`src/tmsf_pkg.sv`:
```
package tmsf_pkg;

	localparam int unsigned SampleW  = 16;
	localparam int unsigned SumW     = 20;
	localparam int unsigned ValueW   = 18;
	localparam int unsigned GainW    = 2;
	localparam int unsigned ErrW     = 2;
	localparam int unsigned CountW   = 4;
	localparam int unsigned CfgIdxW  = 2;
	localparam int unsigned CfgDataW = 16;

	localparam logic [CountW-1:0] RunLength   = CountW'(10);
	localparam int unsigned       MeanShift   = 3;
	localparam int unsigned       NarrowShift = 4;

	localparam logic [SampleW-1:0] LimitReset  = 16'd32768;
	localparam logic               TwelveReset = 1'b0;
	localparam logic [GainW-1:0]   GainReset   = 2'd2;

	typedef enum logic [ErrW-1:0] {
		ERR_NONE  = 2'd0,
		ERR_BUS   = 2'd1,
		ERR_RANGE = 2'd2
	} err_t;

	typedef enum logic [CfgIdxW-1:0] {
		REG_LIMIT  = 2'd0,
		REG_TWELVE = 2'd1,
		REG_GAIN   = 2'd2
	} reg_idx_t;

	typedef struct packed {
		logic [SampleW-1:0] limit;
		logic               twelve;
		logic [GainW-1:0]   gain;
	} cfg_t;

	typedef struct packed {
		logic              emit;
		logic [ValueW-1:0] value;
		err_t              error_code;
	} result_t;

endpackage

```
`src/tmsf_in_if.sv`:
```
interface tmsf_in_if;
	logic                          valid;
	logic                          ready;
	logic [tmsf_pkg::SampleW-1:0]  raw_word;
	logic                          bus_fault;

	modport source (output valid, output raw_word, output bus_fault, input ready);
	modport sink (input valid, input raw_word, input bus_fault, output ready);
endinterface

```
`src/tmsf_out_if.sv`:
```
interface tmsf_out_if;
	logic                         valid;
	logic                         ready;
	logic [tmsf_pkg::ValueW-1:0]  value;
	logic [tmsf_pkg::ErrW-1:0]    error_code;

	modport source (output valid, output value, output error_code, input ready);
	modport sink (input valid, input value, input error_code, output ready);
endinterface

```
`src/tmsf_cfg_if.sv`:
```
interface tmsf_cfg_if;
	logic                           valid;
	logic                           ready;
	logic [tmsf_pkg::CfgIdxW-1:0]   index;
	logic [tmsf_pkg::CfgDataW-1:0]  data;

	modport source (output valid, output index, output data, input ready);
	modport sink (input valid, input index, input data, output ready);
endinterface

```
`src/tmsf_run_acc.sv`:
```
module tmsf_run_acc (
	input  logic                          clk,
	input  logic                          arst_n,
	input  logic                          advance,
	input  logic [tmsf_pkg::SampleW-1:0]  raw_word,
	input  logic                          bus_fault,
	input  tmsf_pkg::cfg_t                cfg,
	output tmsf_pkg::result_t             result
);

	localparam int unsigned ProdW = tmsf_pkg::SumW - tmsf_pkg::MeanShift + tmsf_pkg::GainW;

	logic [tmsf_pkg::CountW-1:0]  count_q;
	logic [tmsf_pkg::SumW-1:0]    sum_q;
	logic [tmsf_pkg::SampleW-1:0] max_q;
	logic [tmsf_pkg::SampleW-1:0] min_q;

	logic [tmsf_pkg::SampleW-1:0] sample;
	logic                         bad;
	logic                         done;
	logic [tmsf_pkg::SampleW-1:0] max_n;
	logic [tmsf_pkg::SampleW-1:0] min_n;
	logic [tmsf_pkg::SumW-1:0]    sum_n;
	logic [tmsf_pkg::CountW-1:0]  count_n;
	logic [tmsf_pkg::SumW-1:0]    diff;
	logic [tmsf_pkg::SumW-tmsf_pkg::MeanShift-1:0] trimmed;
	logic [ProdW-1:0]             prod;

	always_comb begin
		sample = cfg.twelve ? (raw_word >> tmsf_pkg::NarrowShift) : raw_word;
		bad    = bus_fault || (sample >= cfg.limit);
		// first sample of a run seeds both extremes
		max_n  = ((count_q == '0) || (sample > max_q)) ? sample : max_q;
		min_n  = ((count_q == '0) || (sample < min_q)) ? sample : min_q;
		sum_n  = sum_q + tmsf_pkg::SumW'(sample);
		count_n = count_q + tmsf_pkg::CountW'(1);
		done   = !bad && (count_n == tmsf_pkg::RunLength);
		diff   = sum_n - tmsf_pkg::SumW'(max_n) - tmsf_pkg::SumW'(min_n);
		trimmed = diff[tmsf_pkg::SumW-1:tmsf_pkg::MeanShift];
		prod   = ProdW'(trimmed) * ProdW'(cfg.gain);

		result.emit  = bad || done;
		result.value = bad ? '0 : prod[tmsf_pkg::ValueW-1:0];
		if (bus_fault) begin
			result.error_code = tmsf_pkg::ERR_BUS;
		end else if (bad) begin
			result.error_code = tmsf_pkg::ERR_RANGE;
		end else begin
			result.error_code = tmsf_pkg::ERR_NONE;
		end
	end

	always_ff @(posedge clk or negedge arst_n) begin
		if (!arst_n) begin
			count_q <= '0;
			sum_q   <= '0;
			max_q   <= '0;
			min_q   <= '0;
		end else if (advance) begin
			if (bad || done) begin
				count_q <= '0;
				sum_q   <= '0;
				max_q   <= '0;
				min_q   <= '0;
			end else begin
				count_q <= count_n;
				sum_q   <= sum_n;
				max_q   <= max_n;
				min_q   <= min_n;
			end
		end
	end

endmodule

```
`src/tmsf_out_reg.sv`:
```
module tmsf_out_reg (
	input  logic              clk,
	input  logic              arst_n,
	input  logic              advance,
	input  tmsf_pkg::result_t result,
	output logic              out_free,
	tmsf_out_if.source        results
);

	logic                          valid_q;
	logic [tmsf_pkg::ValueW-1:0]   value_q;
	tmsf_pkg::err_t                err_q;

	// slot is free when empty or being drained this cycle
	assign out_free = !valid_q || results.ready;

	always_ff @(posedge clk or negedge arst_n) begin
		if (!arst_n) begin
			valid_q <= 1'b0;
		end else if (advance && result.emit) begin
			valid_q <= 1'b1;
		end else if (results.ready) begin
			valid_q <= 1'b0;
		end
	end

	always_ff @(posedge clk) begin
		if (advance && result.emit) begin
			value_q <= result.value;
			err_q   <= result.error_code;
		end
	end

	assign results.valid      = valid_q;
	assign results.value      = value_q;
	assign results.error_code = err_q;

endmodule

```
`src/trimmed_mean_sample_filter.sv`:
```
// Channel   Dir  Payload                      Transaction when
// samples   in   raw_word[15:0], bus_fault    valid && ready
// results   out  value[17:0], error_code[1:0] valid && ready
// cfg       in   index[1:0], data[15:0]       valid && ready (ready is always high)
//
// One sample per clock unless stalled; results load as samples leave the input register.
// The run state update, trimming subtract and gain multiply sit in one stage
// between the input register and the output register.
// arst_n clears the run, the pipeline valids and loads the register defaults.
// A result held at the output stalls the input register, even for samples that end
// no run; the input takes a sample whenever its register is empty or advancing.
module trimmed_mean_sample_filter (
	input  logic       clk,
	input  logic       arst_n,
	tmsf_in_if.sink    samples,
	tmsf_out_if.source results,
	tmsf_cfg_if.sink   cfg
);

	// configuration registers
	tmsf_pkg::cfg_t cfg_q;

	assign cfg.ready = 1'b1;

	always_ff @(posedge clk or negedge arst_n) begin
		if (!arst_n) begin
			cfg_q.limit  <= tmsf_pkg::LimitReset;
			cfg_q.twelve <= tmsf_pkg::TwelveReset;
			cfg_q.gain   <= tmsf_pkg::GainReset;
		end else if (cfg.valid) begin
			case (cfg.index)
				tmsf_pkg::REG_LIMIT:  cfg_q.limit  <= cfg.data;
				tmsf_pkg::REG_TWELVE: cfg_q.twelve <= cfg.data[0];
				tmsf_pkg::REG_GAIN:   cfg_q.gain   <= cfg.data[tmsf_pkg::GainW-1:0];
				default: ;  // drop writes to unknown indexes
			endcase
		end
	end

	// input register
	logic                         valid_s1;
	logic [tmsf_pkg::SampleW-1:0] raw_s1;
	logic                         fault_s1;
	logic                         out_free;
	logic                         advance;
	tmsf_pkg::result_t            result;

	// advance the held sample whenever the output slot can take a result
	assign advance       = valid_s1 && out_free;
	assign samples.ready = !valid_s1 || advance;

	always_ff @(posedge clk or negedge arst_n) begin
		if (!arst_n) begin
			valid_s1 <= 1'b0;
		end else if (samples.ready) begin
			valid_s1 <= samples.valid;
		end
	end

	always_ff @(posedge clk) begin
		if (samples.valid && samples.ready) begin
			raw_s1   <= samples.raw_word;
			fault_s1 <= samples.bus_fault;
		end
	end

	// run accumulator: sum, extremes, count and result computation
	tmsf_run_acc u_run_acc (
		.clk       (clk),
		.arst_n    (arst_n),
		.advance   (advance),
		.raw_word  (raw_s1),
		.bus_fault (fault_s1),
		.cfg       (cfg_q),
		.result    (result)
	);

	// output register
	tmsf_out_reg u_out_reg (
		.clk      (clk),
		.arst_n   (arst_n),
		.advance  (advance),
		.result   (result),
		.out_free (out_free),
		.results  (results)
	);

	// an error result never carries a value
	assert property (@(posedge clk) disable iff (!arst_n)
		results.valid && (results.error_code != tmsf_pkg::ERR_NONE) |-> results.value == '0)
		else $error("error result with nonzero value");

	// a stalled sample stays in the input register
	assert property (@(posedge clk) disable iff (!arst_n)
		valid_s1 && !advance |=> valid_s1)
		else $error("input register lost a sample");

	// a new result is loaded only into a free output slot
	assert property (@(posedge clk) disable iff (!arst_n)
		advance && result.emit |-> !results.valid || results.ready)
		else $error("result overwrote a pending result");

endmodule
```
`src/flat_wrapper.sv`:
```
// flat-port wrapper written by rule: the top's interface ports become plain ports
module trimmed_mean_sample_filter_flat 
  (clk, arst_n, samples_valid, samples_raw_word, samples_bus_fault, samples_ready, results_valid, results_value, results_error_code, results_ready, cfg_valid, cfg_index, cfg_data, cfg_ready);
  tmsf_in_if samples_i ();
  tmsf_out_if results_i ();
  tmsf_cfg_if cfg_i ();
  input  logic clk;
  input  logic arst_n;
  input wire logic [$bits(samples_i.valid)-1:0] samples_valid;
  input wire logic [$bits(samples_i.raw_word)-1:0] samples_raw_word;
  input wire logic [$bits(samples_i.bus_fault)-1:0] samples_bus_fault;
  output wire logic [$bits(samples_i.ready)-1:0] samples_ready;
  output wire logic [$bits(results_i.valid)-1:0] results_valid;
  output wire logic [$bits(results_i.value)-1:0] results_value;
  output wire logic [$bits(results_i.error_code)-1:0] results_error_code;
  input wire logic [$bits(results_i.ready)-1:0] results_ready;
  input wire logic [$bits(cfg_i.valid)-1:0] cfg_valid;
  input wire logic [$bits(cfg_i.index)-1:0] cfg_index;
  input wire logic [$bits(cfg_i.data)-1:0] cfg_data;
  output wire logic [$bits(cfg_i.ready)-1:0] cfg_ready;
  assign samples_i.valid = samples_valid;
  assign samples_i.raw_word = samples_raw_word;
  assign samples_i.bus_fault = samples_bus_fault;
  assign samples_ready = samples_i.ready;
  assign results_valid = results_i.valid;
  assign results_value = results_i.value;
  assign results_error_code = results_i.error_code;
  assign results_i.ready = results_ready;
  assign cfg_i.valid = cfg_valid;
  assign cfg_i.index = cfg_index;
  assign cfg_i.data = cfg_data;
  assign cfg_ready = cfg_i.ready;
  trimmed_mean_sample_filter u_core (.clk(clk), .arst_n(arst_n), .samples(samples_i), .results(results_i), .cfg(cfg_i));
endmodule
```
`config.mk`:
```
export PLATFORM = sky130hd
export DESIGN_NAME = trimmed_mean_sample_filter_flat
export DESIGN_NICKNAME = d
export VERILOG_FILES = /design/src/tmsf_pkg.sv /design/src/tmsf_in_if.sv /design/src/tmsf_out_if.sv /design/src/tmsf_cfg_if.sv /design/src/tmsf_run_acc.sv /design/src/tmsf_out_reg.sv /design/src/trimmed_mean_sample_filter.sv /design/src/flat_wrapper.sv
export SDC_FILE = /design/constraint.sdc
export NUM_CORES = 1
export LEC_CHECK = 0
export CAP_MARGIN = 20
export CORE_MARGIN = 4
export CORE_UTILIZATION = 48
export CTS_CLUSTER_SIZE = 30
export DETAILED_ROUTE_END_ITERATION = 8
export DONT_BUFFER_PORTS = 1
export GPL_ROUTABILITY_DRIVEN = 0
export SYNTH_ARGS = -nofsm -noshare
export SYNTH_HDL_FRONTEND = slang
export SYNTH_SLANG_ARGS = --single-unit
```
`constraint.sdc`:
```
create_clock -name clk -period 9.9 [get_ports clk]
set_input_delay 1.98 -clock clk [delete_from_list [all_inputs] [get_ports clk]]
set_output_delay 1.98 -clock clk [all_outputs]
set_load 0.03 [all_outputs]
```
==> impl_metrics.py <==
metrics = {
    "setup_path": {
        "worst-setup-path-type": "flop to flop",
        "crit_top_cell": "a21o_1",
        "critPathTopFamily": "compound AO/OA/AOI/OAI gates",
        "crit_required_ps": 10060,
        "end_kind": "flop",
        "worst_path_max_delay_cell": "dfrtp_1",
        "cp_max_fo": 24,
        "start_kind": "flop",
        "cp_num_buf_inv": 2,
        "arrival_ps": 8570,
        "cpPeakStageDelay_ps": 860,
    },
    "timing": {
        "rsz0062_at_grt": "no",
        "postLayoutSetupSlackWorst_ps": 1500,
        "maxSlewViolCount": 0,
        "relSlewSlack_pct": 36.9,
        "fin_crit_ps": 8400,
        "fmax_mhz": 119,
        "hold_viol_final": 0,
        "tightest_slew_ps": 947,
        "clock_skew_ps": 10.4,
        "setup_viol": 0,
        "final.period_utilization_pct": 84.9,
        "tns_ps": 0,
    },
    "synth": {
        "synth.area.top_cells": "dfrtp_1, ha_1, edfxtp_1, nand2_1, o21ai_0",
        "ys_seq_area_share_pct": 35.3,
        "synthMuxAreaShare_pct": 2.66,
        "synth_top_family_by_area": "compound AO/OA/AOI/OAI gates",
        "synth-compound-area-share_pct": 20.3,
        "synth_nets": 1081,
        "synth_top_area_share_pct": 21.8,
        "synthCells": 925,
        "ys_types": 68,
        "synth-simple-area-share_pct": 14.7,
        "avgSynthCellArea_um2": 9.32,
        "yosysTopAreaCell": "dfrtp_1",
        "ys_ff_latch": 114,
        "synth-main-ff-cell": "dfrtp_1",
        "ys_async_sr_fraction_pct": 67.5,
        "synthAdderAreaFrac_pct": 18.2,
        "netlist_area_um2": 8620,
        "ys_top_cells_by_count": "nand2_1, ha_1, inv_1",
        "synth_edf_count": 37,
        "synth_xor_xnor_area_share_pct": 3.76,
        "yosysMostFrequentCell": "nand2_1",
        "yosys_warnings": 0,
    },
    "routing": {
        "wirelength_um": 20900,
        "drt-pass1-iter-count": 5,
        "ant_nets": 0,
        "wl_per_cell_um": 18.0,
        "drc_errors": 0,
        "num_vias": 6478,
        "avgViaCountPerCell": 5.58,
        "drtIter0Drc": 408,
    },
    "status": {
        "outcome": "completed",
    },
    "layout": {
        "finish.utilization_pct": 53.8,
        "n_fill_cell": 1599,
        "area_growth_pct": 9.11,
        "finalNetCount": 1077,
        "drive_above_1_share_pct": 6.53,
    },
    "floorplan": {
        "dieArea_um2": 20200,
        "core-area_um2": 17500,
        "die_y_um": 142,
        "num_rows": 48,
        "design.portCount": 63,
        "fp.dieW_um": 142,
        "initial_core_util_pct": 49.3,
    },
    "clocking": {
        "cts_tree": "built",
        "cts.path.max_buffers": 2,
        "cts-root-buf": "clkbuf_16",
        "cts_buffers": 17,
        "clk_latency_ps": 420,
        "post-cts-setup-buffers": 0,
        "htree_levels": 4,
        "postCtsHoldBufs": 0,
        "cts.sinks": 114,
        "postCtsResizedCells": 0,
        "clk_pin_slew_ps": 60,
    },
    "run": {
        "maxCapViolations": 0,
    },
    "global_route": {
        "grtUsageTotal_pct": 21.5,
        "overflow": 0,
        "antenna_found_initial": 0,
        "grt_pass1_vias": 6286,
        "grt_pass1_wl_um": 33700,
        "grt_max_degree": 78,
    },
    "placed_design": {
        "dp_slack_ps": 1580,
        "place_hpwl_um": 16000,
        "io_buffers": 0,
    },
    "hold_path": {
        "hold_path.class": "flop to flop",
    },
}
area by class of cell:
cell class              instances  area, um^2  share of cell area [%]
diodes                          1        2.50                  0.0266
clock buffers                  20         437                    4.64
clock inverters                12         136                    1.45
inverters                      84         315                    3.35
multi-input cells             699        5160                    54.8
flip-flops and latches        114        3040                    32.3
well taps                     225         282                    2.99
repair buffers                  5        37.5                   0.399
registers in the layout, indices dropped and copies added (netlist names):
signal / cells
u_core.cfg_q: 19
u_core.fault_s1: 1
u_core.raw_s1: 16
u_core.u_out_reg.results.error_code: 2
u_core.u_out_reg.results.valid: 1
u_core.u_out_reg.results.value: 18
u_core.u_run_acc.count_q: 4
u_core.u_run_acc.max_q: 16
u_core.u_run_acc.min_q: 16
u_core.u_run_acc.sum_q: 20
u_core.valid_s1: 1
layout by cell type (no fill, tap or decap), types with 6 or more instances in the layout:
cell type  count
a211oi_1       6
a21o_1        33
a21oi_1       37
and2_1        23
clkbuf_16     17
dfrtp_1       75
edfxtp_1      37
fa_1          16
ha_1         100
inv_1         84
mux2i_1       15
nand2_1      107
nand2b_1      16
nand3_1       14
nor2_1        58
nor2b_1        7
nor3_1        16
o21a_1        13
o21ai_0       77
o2bb2ai_1     33
xnor2_1       20
xor2_1        17
kinds of logic after synthesis:
family | Yosys count
simple gates | 271
xor+xnor | 37
flops | 114
compound gates | 253
other cells | 1
mux | 21
buf+inv | 112
fa+ha+maj | 116
worst register-to-register path, delay by kind of cell (launching register included):
| kind | cells | cell delay [ps] |
|---|---|---|
| buffers and inverters | 2 | 630 |
| flip-flops | 1 | 860 |
| AO/OA/AOI/OAI | 18 | 4060 |
| AND/OR/NAND/NOR | 6 | 840 |
| multiplexers | 2 | 680 |
| adder cells (fa/ha/maj) | 4 | 1070 |
per-stage QoR:
stage                     cell area, um^2  std cells  hold slack, ps
after floorplan                      8620        925             445
after global placement               8830       1127             463
after detailed placement             8830       1127             471
after CTS                            9400       1159             484
after global routing                 9400       1159             507
final                                9410       1160             479
worst paths after layout:
| check | slack, ps | startpoint | to | cells after the start |
|---|---|---|---|---|
| setup / recovery | 1500 | u_core.cfg_q[2]$_DFFE_PN0P_ | u_core.u_out_reg.results.value[17]$_SDFFCE_PP0P_ | 32 |
| hold / removal | 480 | u_core.u_run_acc.sum_q[7]$_DFFE_PN0P_ | u_core.u_run_acc.sum_q[7]$_DFFE_PN0P_ | 2 |
| setup reg to reg | 1500 | u_core.cfg_q[2]$_DFFE_PN0P_ | u_core.u_out_reg.results.value[17]$_SDFFCE_PP0P_ | 32 |
| hold reg to reg | 480 | u_core.u_run_acc.sum_q[7]$_DFFE_PN0P_ | u_core.u_run_acc.sum_q[7]$_DFFE_PN0P_ | 2 |
| max in group asynchronous | 8440 | arst_n | u_core.cfg_q[1]$_DFFE_PN1P_ | 0 |
| min in group asynchronous | 1250 | arst_n | u_core.cfg_q[5]$_DFFE_PN0P_ | 0 |
per-layer routing:
layer	vias to the layer above	global-route usage, %	share of wire, %
met5	-	0	0
met4	0	7.37	2.2
met3	33	2.99	3.1
met2	144	34.2	47
met1	3035	30.1	48
li1	3266	-	-
Power is left out: the tool's default activity adds up to more than one toggle a clock period on the data nets, which glitch-free logic cannot reach.
